--- config.mk ---
export PLATFORM = sky130hd
export DESIGN_NAME = multichannel_buffered_pwm_unit_flat
export DESIGN_NICKNAME = d
export VERILOG_FILES = /design/src/hdl/mbpwm_pkg.sv /design/src/hdl/mbpwm_if.sv /design/src/hdl/mbpwm_ram.sv /design/src/hdl/mbpwm_div.sv /design/src/hdl/multichannel_buffered_pwm_unit.sv /design/src/flat_wrapper.sv
export SDC_FILE = /design/constraint.sdc
export NUM_CORES = 1
export LEC_CHECK = 0
export ABC_AREA = 1
export BUFFER_PORTS_ARGS = -buffer_cell sky130_fd_sc_hd__buf_4
export CAP_MARGIN = 20
export CORE_ASPECT_RATIO = 1.75
export CORE_MARGIN = 2
export CORE_UTILIZATION = 31
export CTS_BUF_LIST = sky130_fd_sc_hd__clkbuf_8
export DETAILED_ROUTE_END_ITERATION = 12
export GPL_TIMING_DRIVEN = 0
export PLACE_DENSITY = 0.47
export SLEW_MARGIN = 25
export SYNTH_ARGS = -nofsm -noshare
export SYNTH_HDL_FRONTEND = slang
export SYNTH_HIERARCHICAL = 1
export SYNTH_SLANG_ARGS = --single-unit
--- constraint.sdc ---
create_clock -name clk -period 4.6 [get_ports clk]
set_clock_uncertainty 0.15 [all_clocks]
set_input_delay 0.46 -clock clk [delete_from_list [all_inputs] [get_ports clk]]
set_output_delay 0.46 -clock clk [all_outputs]
set_load 0.005 [all_outputs]
--- src/hdl/mbpwm_pkg.sv ---
package mbpwm_pkg;

  localparam int CHANNELS = 16;
  localparam int PERIOD   = 100;

  localparam int CH_W    = 4;
  localparam int NUM_W   = 8;
  localparam int DUTY_W  = 8;
  localparam int PIN_W   = 16;
  localparam int PIN_AW  = $clog2(PIN_W);
  localparam int CH_AW   = (CHANNELS > 1) ? $clog2(CHANNELS) : 1;
  localparam int DIV_W   = 2 * NUM_W;
  localparam int DIV_CW  = $clog2(DIV_W);

  localparam logic OP_SET  = 1'b0;
  localparam logic OP_TICK = 1'b1;

  typedef struct packed {
    logic              start;
    logic [DIV_W-1:0]  dividend;
    logic [NUM_W-1:0]  divisor;
  } div_req_t;

  typedef struct packed {
    logic              done;
    logic [DUTY_W-1:0] duty;
  } div_rsp_t;

endpackage

--- src/hdl/mbpwm_if.sv ---
interface mbpwm_in_if;
  logic                        valid;
  logic                        ready;
  logic                        opcode;
  logic [mbpwm_pkg::CH_W-1:0]  channel;
  logic [mbpwm_pkg::NUM_W-1:0] numerator;
  logic [mbpwm_pkg::NUM_W-1:0] denominator;

  modport source (output valid, opcode, channel, numerator, denominator, input ready);
  modport sink   (input valid, opcode, channel, numerator, denominator, output ready);
endinterface

interface mbpwm_out_if;
  logic                        valid;
  logic                        ready;
  logic [mbpwm_pkg::PIN_W-1:0] pin_levels;
  logic                        period_end;

  modport source (output valid, pin_levels, period_end, input ready);
  modport sink   (input valid, pin_levels, period_end, output ready);
endinterface

--- src/hdl/mbpwm_ram.sv ---
module mbpwm_ram #(
  parameter int WIDTH = 8,
  parameter int DEPTH = 16
) (
  input  logic                                      clk,
  input  logic                                      we,
  input  logic [((DEPTH > 1) ? $clog2(DEPTH) : 1)-1:0] waddr,
  input  logic [WIDTH-1:0]                          wdata,
  input  logic                                      re,
  input  logic [((DEPTH > 1) ? $clog2(DEPTH) : 1)-1:0] raddr,
  output logic [WIDTH-1:0]                          rdata
);

  logic [WIDTH-1:0] mem [DEPTH];

  always_ff @(posedge clk) begin
    if (we) begin
      mem[waddr] <= wdata;
    end
    if (re) begin
      rdata <= mem[raddr];
    end
  end

endmodule

--- src/hdl/mbpwm_div.sv ---
// restoring divider, one quotient bit per cycle, saturates at PERIOD
module mbpwm_div (
  input  logic                clk,
  input  logic                rst_n,
  input  mbpwm_pkg::div_req_t req,
  output mbpwm_pkg::div_rsp_t rsp
);

  logic                           busy_r, busy_nxt;
  logic                           fin_r, fin_nxt;
  logic [mbpwm_pkg::DIV_CW-1:0]   cnt_r, cnt_nxt;
  logic [mbpwm_pkg::NUM_W-1:0]    rem_r, rem_nxt;
  logic [mbpwm_pkg::DIV_W-1:0]    quo_r, quo_nxt;
  logic [mbpwm_pkg::NUM_W-1:0]    den_r, den_nxt;
  logic [mbpwm_pkg::NUM_W:0]      part;
  logic [mbpwm_pkg::NUM_W:0]      diff;
  logic                           ge;

  always_comb begin
    part     = {rem_r, quo_r[mbpwm_pkg::DIV_W-1]};
    ge       = (part >= {1'b0, den_r});
    diff     = part - {1'b0, den_r};
    busy_nxt = busy_r;
    fin_nxt  = 1'b0;
    cnt_nxt  = cnt_r;
    rem_nxt  = rem_r;
    quo_nxt  = quo_r;
    den_nxt  = den_r;
    if (req.start) begin
      busy_nxt = 1'b1;
      cnt_nxt  = '0;
      rem_nxt  = '0;
      quo_nxt  = req.dividend;
      den_nxt  = req.divisor;
    end else if (busy_r) begin
      rem_nxt = ge ? diff[mbpwm_pkg::NUM_W-1:0] : part[mbpwm_pkg::NUM_W-1:0];
      quo_nxt = {quo_r[mbpwm_pkg::DIV_W-2:0], ge};
      cnt_nxt = cnt_r + 1'b1;
      if (cnt_r == mbpwm_pkg::DIV_CW'(mbpwm_pkg::DIV_W - 1)) begin
        busy_nxt = 1'b0;
        fin_nxt  = 1'b1;
      end
    end
  end

  always_ff @(posedge clk) begin
    if (!rst_n) begin
      busy_r <= 1'b0;
      fin_r  <= 1'b0;
    end else begin
      busy_r <= busy_nxt;
      fin_r  <= fin_nxt;
    end
  end

  always_ff @(posedge clk) begin
    cnt_r <= cnt_nxt;
    rem_r <= rem_nxt;
    quo_r <= quo_nxt;
    den_r <= den_nxt;
  end

  // zero divisor yields all-ones quotient and saturates here too
  assign rsp.done = fin_r;
  assign rsp.duty = (quo_r > mbpwm_pkg::DIV_W'(mbpwm_pkg::PERIOD)) ?
                    mbpwm_pkg::DUTY_W'(mbpwm_pkg::PERIOD) : quo_r[mbpwm_pkg::DUTY_W-1:0];

endmodule

--- src/hdl/multichannel_buffered_pwm_unit.sv ---
// channel | dir | handshake       | payload
// in_ch   | in  | valid/ready     | opcode, channel, numerator, denominator
// out_ch  | out | valid/ready     | pin_levels, period_end
//
// Set-duty request: the divider is started and runs its 16-step restoring
// division, then one write to the shadow duty RAM. Tick request: one read of
// the active and shadow duty RAMs per channel. Reset clears the valid bits at
// once, no clearing pass. A finished tick waits while the output register is
// full; a new request is taken once the result has moved into it.
module multichannel_buffered_pwm_unit (
  input  logic        clk,
  input  logic        rst_n,
  mbpwm_in_if.sink    in_ch,
  mbpwm_out_if.source out_ch
);

  typedef enum logic [3:0] {
    S_IDLE = 4'b0001,
    S_DIV  = 4'b0010,
    S_TICK = 4'b0100,
    S_DONE = 4'b1000
  } state_t;

  localparam logic [mbpwm_pkg::CH_AW-1:0] CH_LAST =
    mbpwm_pkg::CH_AW'(mbpwm_pkg::CHANNELS - 1);

  state_t                          state_r, state_nxt;
  logic [mbpwm_pkg::DUTY_W-1:0]    cnt_r, cnt_nxt;
  logic                            wrap_r, wrap_nxt;
  logic [mbpwm_pkg::CH_AW-1:0]     issue_idx_r, issue_idx_nxt;
  logic                            issue_on_r, issue_on_nxt;
  logic                            rd_vld_r, rd_vld_nxt;
  logic [mbpwm_pkg::CH_AW-1:0]     rd_idx_r, rd_idx_nxt;
  logic [mbpwm_pkg::PIN_W-1:0]     levels_r, levels_nxt;
  logic [mbpwm_pkg::CH_AW-1:0]     ch_r, ch_nxt;
  logic [mbpwm_pkg::CHANNELS-1:0]  act_vld_r, act_vld_nxt;
  logic [mbpwm_pkg::CHANNELS-1:0]  sh_vld_r, sh_vld_nxt;
  logic                            out_vld_r, out_vld_nxt;
  logic [mbpwm_pkg::PIN_W-1:0]     out_lvl_r, out_lvl_nxt;
  logic                            out_end_r, out_end_nxt;

  mbpwm_pkg::div_req_t             div_req;
  mbpwm_pkg::div_rsp_t             div_rsp;

  logic                            rd_en;
  logic                            act_we, sh_we;
  logic [mbpwm_pkg::DUTY_W-1:0]    act_wdata, act_q, sh_q;
  logic [mbpwm_pkg::DUTY_W-1:0]    act_val;
  logic [7:0]                      idx8;

  mbpwm_div u_div (
    .clk   (clk),
    .rst_n (rst_n),
    .req   (div_req),
    .rsp   (div_rsp)
  );

  mbpwm_ram #(.WIDTH(mbpwm_pkg::DUTY_W), .DEPTH(mbpwm_pkg::CHANNELS)) u_act_ram (
    .clk   (clk),
    .we    (act_we),
    .waddr (rd_idx_r),
    .wdata (act_wdata),
    .re    (rd_en),
    .raddr (issue_idx_r),
    .rdata (act_q)
  );

  mbpwm_ram #(.WIDTH(mbpwm_pkg::DUTY_W), .DEPTH(mbpwm_pkg::CHANNELS)) u_sh_ram (
    .clk   (clk),
    .we    (sh_we),
    .waddr (ch_r),
    .wdata (div_rsp.duty),
    .re    (rd_en),
    .raddr (issue_idx_r),
    .rdata (sh_q)
  );

  assign in_ch.ready       = (state_r == S_IDLE);
  assign out_ch.valid      = out_vld_r;
  assign out_ch.pin_levels = out_lvl_r;
  assign out_ch.period_end = out_end_r;

  assign rd_en = (state_r == S_TICK) && issue_on_r;

  always_comb begin
    state_nxt     = state_r;
    cnt_nxt       = cnt_r;
    wrap_nxt      = wrap_r;
    issue_idx_nxt = issue_idx_r;
    issue_on_nxt  = issue_on_r;
    rd_vld_nxt    = rd_vld_r;
    rd_idx_nxt    = rd_idx_r;
    levels_nxt    = levels_r;
    ch_nxt        = ch_r;
    act_vld_nxt   = act_vld_r;
    sh_vld_nxt    = sh_vld_r;
    out_vld_nxt   = out_vld_r;
    out_lvl_nxt   = out_lvl_r;
    out_end_nxt   = out_end_r;

    div_req.start    = 1'b0;
    div_req.dividend = mbpwm_pkg::DIV_W'(in_ch.numerator) *
                       mbpwm_pkg::DIV_W'(mbpwm_pkg::PERIOD);
    div_req.divisor  = in_ch.denominator;

    act_we    = 1'b0;
    sh_we     = 1'b0;
    act_val   = act_vld_r[rd_idx_r] ? act_q : '0;
    act_wdata = sh_vld_r[rd_idx_r] ? sh_q : '0;
    idx8      = 8'(rd_idx_r);

    if (out_vld_r && out_ch.ready) begin
      out_vld_nxt = 1'b0;
    end

    case (state_r)
      S_IDLE: begin
        if (in_ch.valid) begin
          if (in_ch.opcode == mbpwm_pkg::OP_TICK) begin
            state_nxt     = S_TICK;
            issue_idx_nxt = '0;
            issue_on_nxt  = 1'b1;
            rd_vld_nxt    = 1'b0;
            levels_nxt    = '0;
            wrap_nxt      = ({1'b0, cnt_r} + 9'd1) >= 9'(mbpwm_pkg::PERIOD);
          end else if (8'(in_ch.channel) < 8'(mbpwm_pkg::CHANNELS)) begin
            state_nxt     = S_DIV;
            div_req.start = 1'b1;
            ch_nxt        = mbpwm_pkg::CH_AW'(in_ch.channel);
          end
        end
      end
      S_DIV: begin
        if (div_rsp.done) begin
          sh_we            = 1'b1;
          sh_vld_nxt[ch_r] = 1'b1;
          state_nxt        = S_IDLE;
        end
      end
      S_TICK: begin
        rd_vld_nxt = issue_on_r;
        rd_idx_nxt = issue_idx_r;
        if (issue_on_r) begin
          if (issue_idx_r == CH_LAST) begin
            issue_on_nxt = 1'b0;
          end else begin
            issue_idx_nxt = issue_idx_r + 1'b1;
          end
        end
        if (rd_vld_r) begin
          if ((act_val > cnt_r) && (idx8 < 8'(mbpwm_pkg::PIN_W))) begin
            levels_nxt[idx8[mbpwm_pkg::PIN_AW-1:0]] = 1'b1;
          end
          if (wrap_r) begin
            act_we                = 1'b1;
            act_vld_nxt[rd_idx_r] = 1'b1;
          end
          if (rd_idx_r == CH_LAST) begin
            state_nxt = S_DONE;
          end
        end
      end
      S_DONE: begin
        if (!out_vld_r || out_ch.ready) begin
          out_vld_nxt = 1'b1;
          out_lvl_nxt = levels_r;
          out_end_nxt = wrap_r;
          cnt_nxt     = wrap_r ? '0 : cnt_r + 1'b1;
          state_nxt   = S_IDLE;
        end
      end
      default: begin
        state_nxt = S_IDLE;
      end
    endcase
  end

  always_ff @(posedge clk) begin
    if (!rst_n) begin
      state_r    <= S_IDLE;
      cnt_r      <= '0;
      issue_on_r <= 1'b0;
      rd_vld_r   <= 1'b0;
      act_vld_r  <= '0;
      sh_vld_r   <= '0;
      out_vld_r  <= 1'b0;
    end else begin
      state_r    <= state_nxt;
      cnt_r      <= cnt_nxt;
      issue_on_r <= issue_on_nxt;
      rd_vld_r   <= rd_vld_nxt;
      act_vld_r  <= act_vld_nxt;
      sh_vld_r   <= sh_vld_nxt;
      out_vld_r  <= out_vld_nxt;
    end
  end

  always_ff @(posedge clk) begin
    wrap_r      <= wrap_nxt;
    issue_idx_r <= issue_idx_nxt;
    rd_idx_r    <= rd_idx_nxt;
    levels_r    <= levels_nxt;
    ch_r        <= ch_nxt;
    out_lvl_r   <= out_lvl_nxt;
    out_end_r   <= out_end_nxt;
  end

endmodule

--- src/flat_wrapper.sv ---
// flat-port wrapper written by rule: the top's interface ports become plain ports
module multichannel_buffered_pwm_unit_flat 
  (clk, rst_n, in_ch_valid, in_ch_opcode, in_ch_channel, in_ch_numerator, in_ch_denominator, in_ch_ready, out_ch_valid, out_ch_pin_levels, out_ch_period_end, out_ch_ready);
  mbpwm_in_if in_ch_i ();
  mbpwm_out_if out_ch_i ();
  input  logic clk;
  input  logic rst_n;
  input wire logic [$bits(in_ch_i.valid)-1:0] in_ch_valid;
  input wire logic [$bits(in_ch_i.opcode)-1:0] in_ch_opcode;
  input wire logic [$bits(in_ch_i.channel)-1:0] in_ch_channel;
  input wire logic [$bits(in_ch_i.numerator)-1:0] in_ch_numerator;
  input wire logic [$bits(in_ch_i.denominator)-1:0] in_ch_denominator;
  output wire logic [$bits(in_ch_i.ready)-1:0] in_ch_ready;
  output wire logic [$bits(out_ch_i.valid)-1:0] out_ch_valid;
  output wire logic [$bits(out_ch_i.pin_levels)-1:0] out_ch_pin_levels;
  output wire logic [$bits(out_ch_i.period_end)-1:0] out_ch_period_end;
  input wire logic [$bits(out_ch_i.ready)-1:0] out_ch_ready;
  assign in_ch_i.valid = in_ch_valid;
  assign in_ch_i.opcode = in_ch_opcode;
  assign in_ch_i.channel = in_ch_channel;
  assign in_ch_i.numerator = in_ch_numerator;
  assign in_ch_i.denominator = in_ch_denominator;
  assign in_ch_ready = in_ch_i.ready;
  assign out_ch_valid = out_ch_i.valid;
  assign out_ch_pin_levels = out_ch_i.pin_levels;
  assign out_ch_period_end = out_ch_i.period_end;
  assign out_ch_i.ready = out_ch_ready;
  multichannel_buffered_pwm_unit u_core (.clk(clk), .rst_n(rst_n), .in_ch(in_ch_i), .out_ch(out_ch_i));
endmodule
# Yosys cells after proc, flatten, opt, wreduce, memory -nomap -nowiden
# Memories as Yosys holds them, arrays and structs flattened. A register that Yosys moved wholly into a read port is not among the register bits.
# Cells that the tools add are included.
dict set report word_totals {
  regBits 131
  latch_bits 0
  ram_bits 256
  rom_bits 0
  in_bits 25
  output_inout_bits 19
  wordCells 136
  n_memories 2
}
# memory words word_bits rd rd_clocked_by_memory_dff write_ports line_no
set memory_table {}
lappend memory_table {u_core.u_act_ram.mem 16 8 1 1 1 mbpwm_ram.sv:14} ;# logic [WIDTH-1:0] mem [DEPTH];
lappend memory_table {u_core.u_sh_ram.mem 16 8 1 1 1 mbpwm_ram.sv:14}
dict set report op_classes {
  addsub 5
  n_mul 1
  n_div 0
  order_cmp 8
  n_eq_ne 16
  shift 0
  muxes 59
  bitwise 6
  n_reduce_logical 18
}
# op n
set op_table {}
lappend op_table {{$mux W16} 4}
lappend op_table {{$or A16 B16 Y16} 3}
lappend op_table {{$mux W8} 5}
lappend op_table {{$mux W4} 9}
lappend op_table {{$pmux W16 S2} 1}
lappend op_table {{$mux W15} 2}
lappend op_table {{$mux W1} 29}
lappend op_table {{$eq A4 B4 Y1 const B} 4}
lappend op_table {{$gt A16 B7 Y1 const B} 1}
lappend op_table {{$pmux W4 S4} 1}
lappend op_table {{$reduce_and A5 Y1} 3}
lappend op_table {{$mul A8 B5 Y13 const B} 1}
lappend op_table {{$ne A2 B2 Y1 const B} 6}
lappend op_table {{$reduce_and A3 Y1} 4}
lappend op_table {{$lt A4 B5 Y1 const B} 2}
lappend op_table {{$add A8 B1 Y9 const B} 1}
lappend op_table {{$ge A9 B7 Y1 const B} 1}
lappend op_table {{$ge A9 B8 Y1} 1}
lappend op_table {{$add A4 B1 Y4 const B} 2}
lappend op_table {{$add A8 B1 Y8 const B} 1}
lappend op_table {{$bmux W1 S4} 2}
lappend op_table {{$demux W1 S4} 2}
lappend op_table {{$ge A4 B1 Y1 const B} 2}
lappend op_table {{$gt A8 B8 Y1} 1}
lappend op_table {{other kinds (15)} 25}

# Depth between registers and ports, before layout
dict set report logic_depth {
  depth_word 8
  ltp_mapped 19
  ltp_nobuf 17
}

# Modules after synthesis
# The synthesis kept the hierarchy.
# module instances cells_each area_per_inst_um2 seq_area_each_um2
set modules_own_cells {}
lappend modules_own_cells {mbpwm_ram 2 551 5846.9 4083.9}
lappend modules_own_cells {multichannel_buffered_pwm_unit 1 629 5063.6 2322.2}
lappend modules_own_cells {mbpwm_div 1 260 2110.8 1001.0}

# Worst setup path before layout
# Ideal clock, no wire load.
dict set report synth_timing {
  path_kind {register to register}
  startpoint {register u_core/rd_idx_r[0] (netlist bit)}
  endpoint {register u_core/levels_r[0] (netlist bit) (enable)}
  setup_time_ps 394
  arrival_ps 2696
  required_ps 4056
  path_slack_ps 1360
  path_stages_with_launch 18
  n_path_buf 2
  period_less_slack_ps 3240
  cell_sequence {edfxtp_1 -> buf_4 -> buf_6 -> nand2_1 -> o21ai_0 -> nand2_1 -> nand2_1 -> nand2_1 -> nand2_1 -> nor2_4 -> nor2_1 -> ha_1 -> nand2_1 -> nor2_1 -> nand2_1 -> nand2_1 -> nand2_1 -> a21oi_1}
}
dict set report synth_between {
  elab_chain_len 6
}
# element line_no
set synth_lines {}
lappend synth_lines {{start: declaration} multichannel_buffered_pwm_unit.sv:33} ;# logic [mbpwm_pkg::CH_AW-1:0] rd_idx_r, rd_idx_nxt;
lappend synth_lines {{start signal: assignment} multichannel_buffered_pwm_unit.sv:201} ;# rd_idx_r <= rd_idx_nxt;
lappend synth_lines {{$bmux W1 S4} multichannel_buffered_pwm_unit.sv:108} ;# act_val = act_vld_r[rd_idx_r] ? act_q : '0;
lappend synth_lines {{$mux W1 (not written as such)} multichannel_buffered_pwm_unit.sv:108}
lappend synth_lines {{$mux W8} multichannel_buffered_pwm_unit.sv:108}
lappend synth_lines {{$gt A8 B8 Y1} multichannel_buffered_pwm_unit.sv:151} ;# if ((act_val > cnt_r) && (idx8 < 8'(mbpwm_pkg::PIN_W))) begin
lappend synth_lines {{$ne A2 B2 Y1 (no source line)} n/a}
lappend synth_lines {{$reduce_and A5 Y1 (no source line)} n/a}
lappend synth_lines {{end signal: assignment} multichannel_buffered_pwm_unit.sv:202} ;# levels_r <= levels_nxt;
lappend synth_lines {{end: declaration} multichannel_buffered_pwm_unit.sv:34} ;# logic [mbpwm_pkg::PIN_W-1:0] levels_r, levels_nxt;
# Every way passes these cells. The select of a mux whose other input is x is not followed.
# A chain may end at the register's enable or synchronous reset.

# Worst setup path in the final report
dict set report layout_timing {
  startpoint {register u_core/rd_idx_r[0] (netlist bit)}
  endpoint {register u_core/levels_r[7] (netlist bit) (enable)}
}
# The elaborated chain is that of the path after synthesis.

==> results.sh <==
export IMPL_status="complete, no violations"
export IMPL_fin_util_pct=36.0
export IMPL_antenna_found_initial=1
export IMPL_synth_xor_area_share_pct=0.511
export IMPL_syn_instance_count=1991
export IMPL_ios=44
export IMPL_ys_types=39
export IMPL_setup_violations_final=0
export IMPL_fmax_mhz=306
export IMPL_worst_setup_path_type="flip-flop to flip-flop"
export IMPL_synth_top_family_by_area="simple AND/OR/NAND/NOR gates"
export IMPL_ant_nets=0
export IMPL_hold_depth=4
export IMPL_cts_root_buf="clkbuf_8"
export IMPL_slew_headroom_pct=35.3
export IMPL_grt_overflow=0
export IMPL_coreArea_um2=60200
export IMPL_required_ps=4810
export IMPL_routed_wl_um=50100
export IMPL_post_dp_cell_area_um2=20300
export IMPL_rsz0062_at_grt="false"
export IMPL_ys_ff_latch=403
export IMPL_cpPeakStageDelay_ps=430
export IMPL_synth_compound_area_share_pct=2.84
export IMPL_r2r_end="u_core/levels_r[7]"
export IMPL_critPathArrivalTime_ps=3470
export IMPL_synthSimpleGateAreaFrac_pct=22.7
export IMPL_die_w_um=190
export IMPL_grt_max_degree=20
export IMPL_final_nets=2199
export IMPL_setup_tns_final_ps=0
export IMPL_netlist_area_um2=18900
export IMPL_power_density_nw_per_um2=485
export IMPL_dp_cells=2827
export IMPL_start_kind="flip-flop"
export IMPL_tritoncts="built"
export IMPL_ys_seq_area_share_pct=60.9
export IMPL_clock_sinks=403
export IMPL_grt_pass1_wl_um=77200
export IMPL_worstSetupEndpointType="flip-flop"
export IMPL_cts_path_max_buffers=3
export IMPL_grt_usage_pct=16.3
export IMPL_area_growth_syn_to_layout_pct=14.7
export IMPL_min_from="in_ch_numerator[3]"
export IMPL_fin_crit_ps=3270
export IMPL_worstReg2RegStart="u_core/rd_idx_r[0]"
export IMPL_initial_core_util_pct=31.4
export IMPL_drive_above_1_share_pct=10.5
export IMPL_cp_top_family="simple AND/OR/NAND/NOR gates"
export IMPL_hpwlAfterDp_um=37000
export IMPL_rr_worst_depth=18
export IMPL_stdcell_area_um2=21600
export IMPL_irDropWorstVdd_mv=0.281
export IMPL_path_common_cell="nand2_1"
export IMPL_reg2reg_slack_ps=1330
export IMPL_drtIter0Drc=711
export IMPL_finalHoldViolations=0
export IMPL_post_cts_setup_buffers=0
export IMPL_holdPathEnd="u_core/u_div/quo_r[5]"
export IMPL_critPathSlowestCell="edfxtp_1"
export IMPL_die_h_um=330
export IMPL_max_cap_violations=0
export IMPL_crit_path_max_fanout=13
export IMPL_clk_pin_slew_ps=60
export IMPL_yosys_warnings=6
export IMPL_io_buffers=43
export IMPL_gp_congestion=0.880
export IMPL_synth_area_mux_share_pct=0
export IMPL_row_count=119
export IMPL_syn_area_per_cell_um2=9.48
export IMPL_first_pass_iters=5
export IMPL_die_area_um2=62900
export IMPL_via_per_inst=4.52
export IMPL_worstMarginPinSlew_ps=966
export IMPL_hold_class="input port to flip-flop"
export IMPL_drc_errors=0
export IMPL_critPathBufInv=3
export IMPL_clk_latency_ps=660
export IMPL_grt_pass1_vias=13737
export IMPL_post_drt_wl_per_cell_um=16.9
export IMPL_via_count=13386
export IMPL_htree_levels=2
export IMPL_slew_violations=0
export IMPL_finalCritPeriodShare_pct=71.0
export IMPL_path_cells="buf_4 > buf_6 > nand2_1 > o21ai_0 > nand2_1 > nand2_1 > nand2_1 > nand2_1 > nor2_4 > nor2_1 > ha_1 > nand2_1 > nor2_1 > nand2_1 > nand2_1 > nand2_1 > a21oi_2 > buf_6"
export IMPL_mostFrequentLayoutCells="561 x nand2_1, 355 x inv_1, 342 x edfxtp_1"
export IMPL_p_leak_nw=9.44
export IMPL_synth_adder_area_share_pct=3.67
export IMPL_cts_buffers=60
export IMPL_stdcell_count=2959
export IMPL_layout_cells_most_common="nand2_1"
[worst max path at each step]
| stage | from | end | slack (ps) | cells past startpoint |
|---|---|---|---|---|
| 3_5_place_dp | in_ch_numerator[3] | u_core/u_div/quo_r[12] | 1360 | 13 |
| 4_1_cts | u_core/rd_idx_r[0] | u_core/levels_r[7] | 1350 | 18 |
| 6_report | u_core/rd_idx_r[0] | u_core/levels_r[7] | 1330 | 18 |
| 3_3_place_gp | u_core/rd_idx_r[0] | u_core/levels_r[7] | 560 | 17 |
| 5_1_grt | u_core/rd_idx_r[0] | u_core/levels_r[5] | 1110 | 18 |
| 2_1_floorplan | u_core/rd_idx_r[0] | u_core/levels_r[0] | 1360 | 17 |
[worst min-delay path, stage by stage]
cell	delay, ps
buf_4	100
ha_1	130
nand2_1	50
o21ai_0	60
[cell usage after synthesis (all sizes together)]
cell type	count	area, um2
nand2	564	2140
inv	344	1290
edfxtp	342	10300
nand3	243	1250
nor2	174	708
dfxtp	61	1220
buf	60	430
ha	49	613
a21oi	46	230
o21ai	32	160
a31oi	15	93.8
nand3b	12	90.1
nand4	10	62.6
clkbuf	9	33.8
xor2	8	70.1
fa	4	80.1
or2	3	18.8
xnor2	3	26.3
conb	2	7.51
nor4	2	12.5
o21bai	2	15.0
a211oi	1	12.5
a21o	1	7.51
a22o	1	8.76
nor3	1	5.00
nor3b	1	7.51
o21a	1	7.51
[flip-flops by register name, summed over array words and instances, names as in the netlist, 4 cells and up]
register / cells
u_core/u_div/rem_r: 8
u_core/u_act_ram/mem: 128
u_core/u_act_ram/rdata: 8
u_core/cnt_r: 8
u_core/u_sh_ram/mem: 128
u_core/u_div/den_r: 8
u_core/rd_idx_r: 4
u_core/u_div/quo_r: 16
u_core/ch_r: 4
u_core/levels_r: 16
u_core/sh_vld_r: 16
u_core/u_sh_ram/rdata: 8
u_core/out_ch.pin_levels: 16
u_core/u_div/cnt_r: 4
u_core/issue_idx_r: 4
u_core/state_r: 4
u_core/act_vld_r: 16
[stage by stage]
step	hold slack, ps	power [W]	setup WS (ps)
floorplan	277	0.00656	1360
global placement	288	0.00764	558
detailed placement	293	0.00769	1360
CTS	47.2	0.0106	1350
global route	124	0.0111	1110
finish	104	0.0105	1330
[routing by layer]
layer | vias to the layer above | global-route usage, % | wire [um]
met2 | 261 | 32.2 | 28000
met5 | - | 0 | 0
li1 | 6678 | - | -
met1 | 6314 | 16.2 | 18000
met4 | 0 | 9.02 | 2750
met3 | 133 | 1.80 | 1380
[kinds of logic after synthesis]
family	count (synthesis)
AO/OA/AOI/OAI	99
flip-flops	403
other	2
adder cells (fa/ha/maj)	53
XOR/XNOR	11
buffers and inverters	413
AND/OR/NAND/NOR	1010
[power breakdown]
part           switching (W)  internal (W)  total [W]
Clock                0.00143       0.00146    0.00289
Combinational        0.00218       0.00101    0.00319
Sequential          0.000160       0.00426    0.00442
[layout make-up]
| type | count | area, um2 |
|---|---|---|
| fillers | 6168 | 38500 |
| flip-flops and latches | 403 | 11500 |
| multi-input cells | 1177 | 5660 |
| inverters | 344 | 1290 |
| well taps | 786 | 983 |
| clock buffers | 64 | 881 |
| repair buffers | 66 | 563 |
| plain buffers | 69 | 464 |
| clock inverters | 49 | 297 |
| diodes | 1 | 2.50 |
[repair_timing]
action	4_1_cts	5_1_grt
hold endpoints to repair	20	0
hold buffers	18	0
resized for setup	0	0
Power figures use the tool's default switching activity.
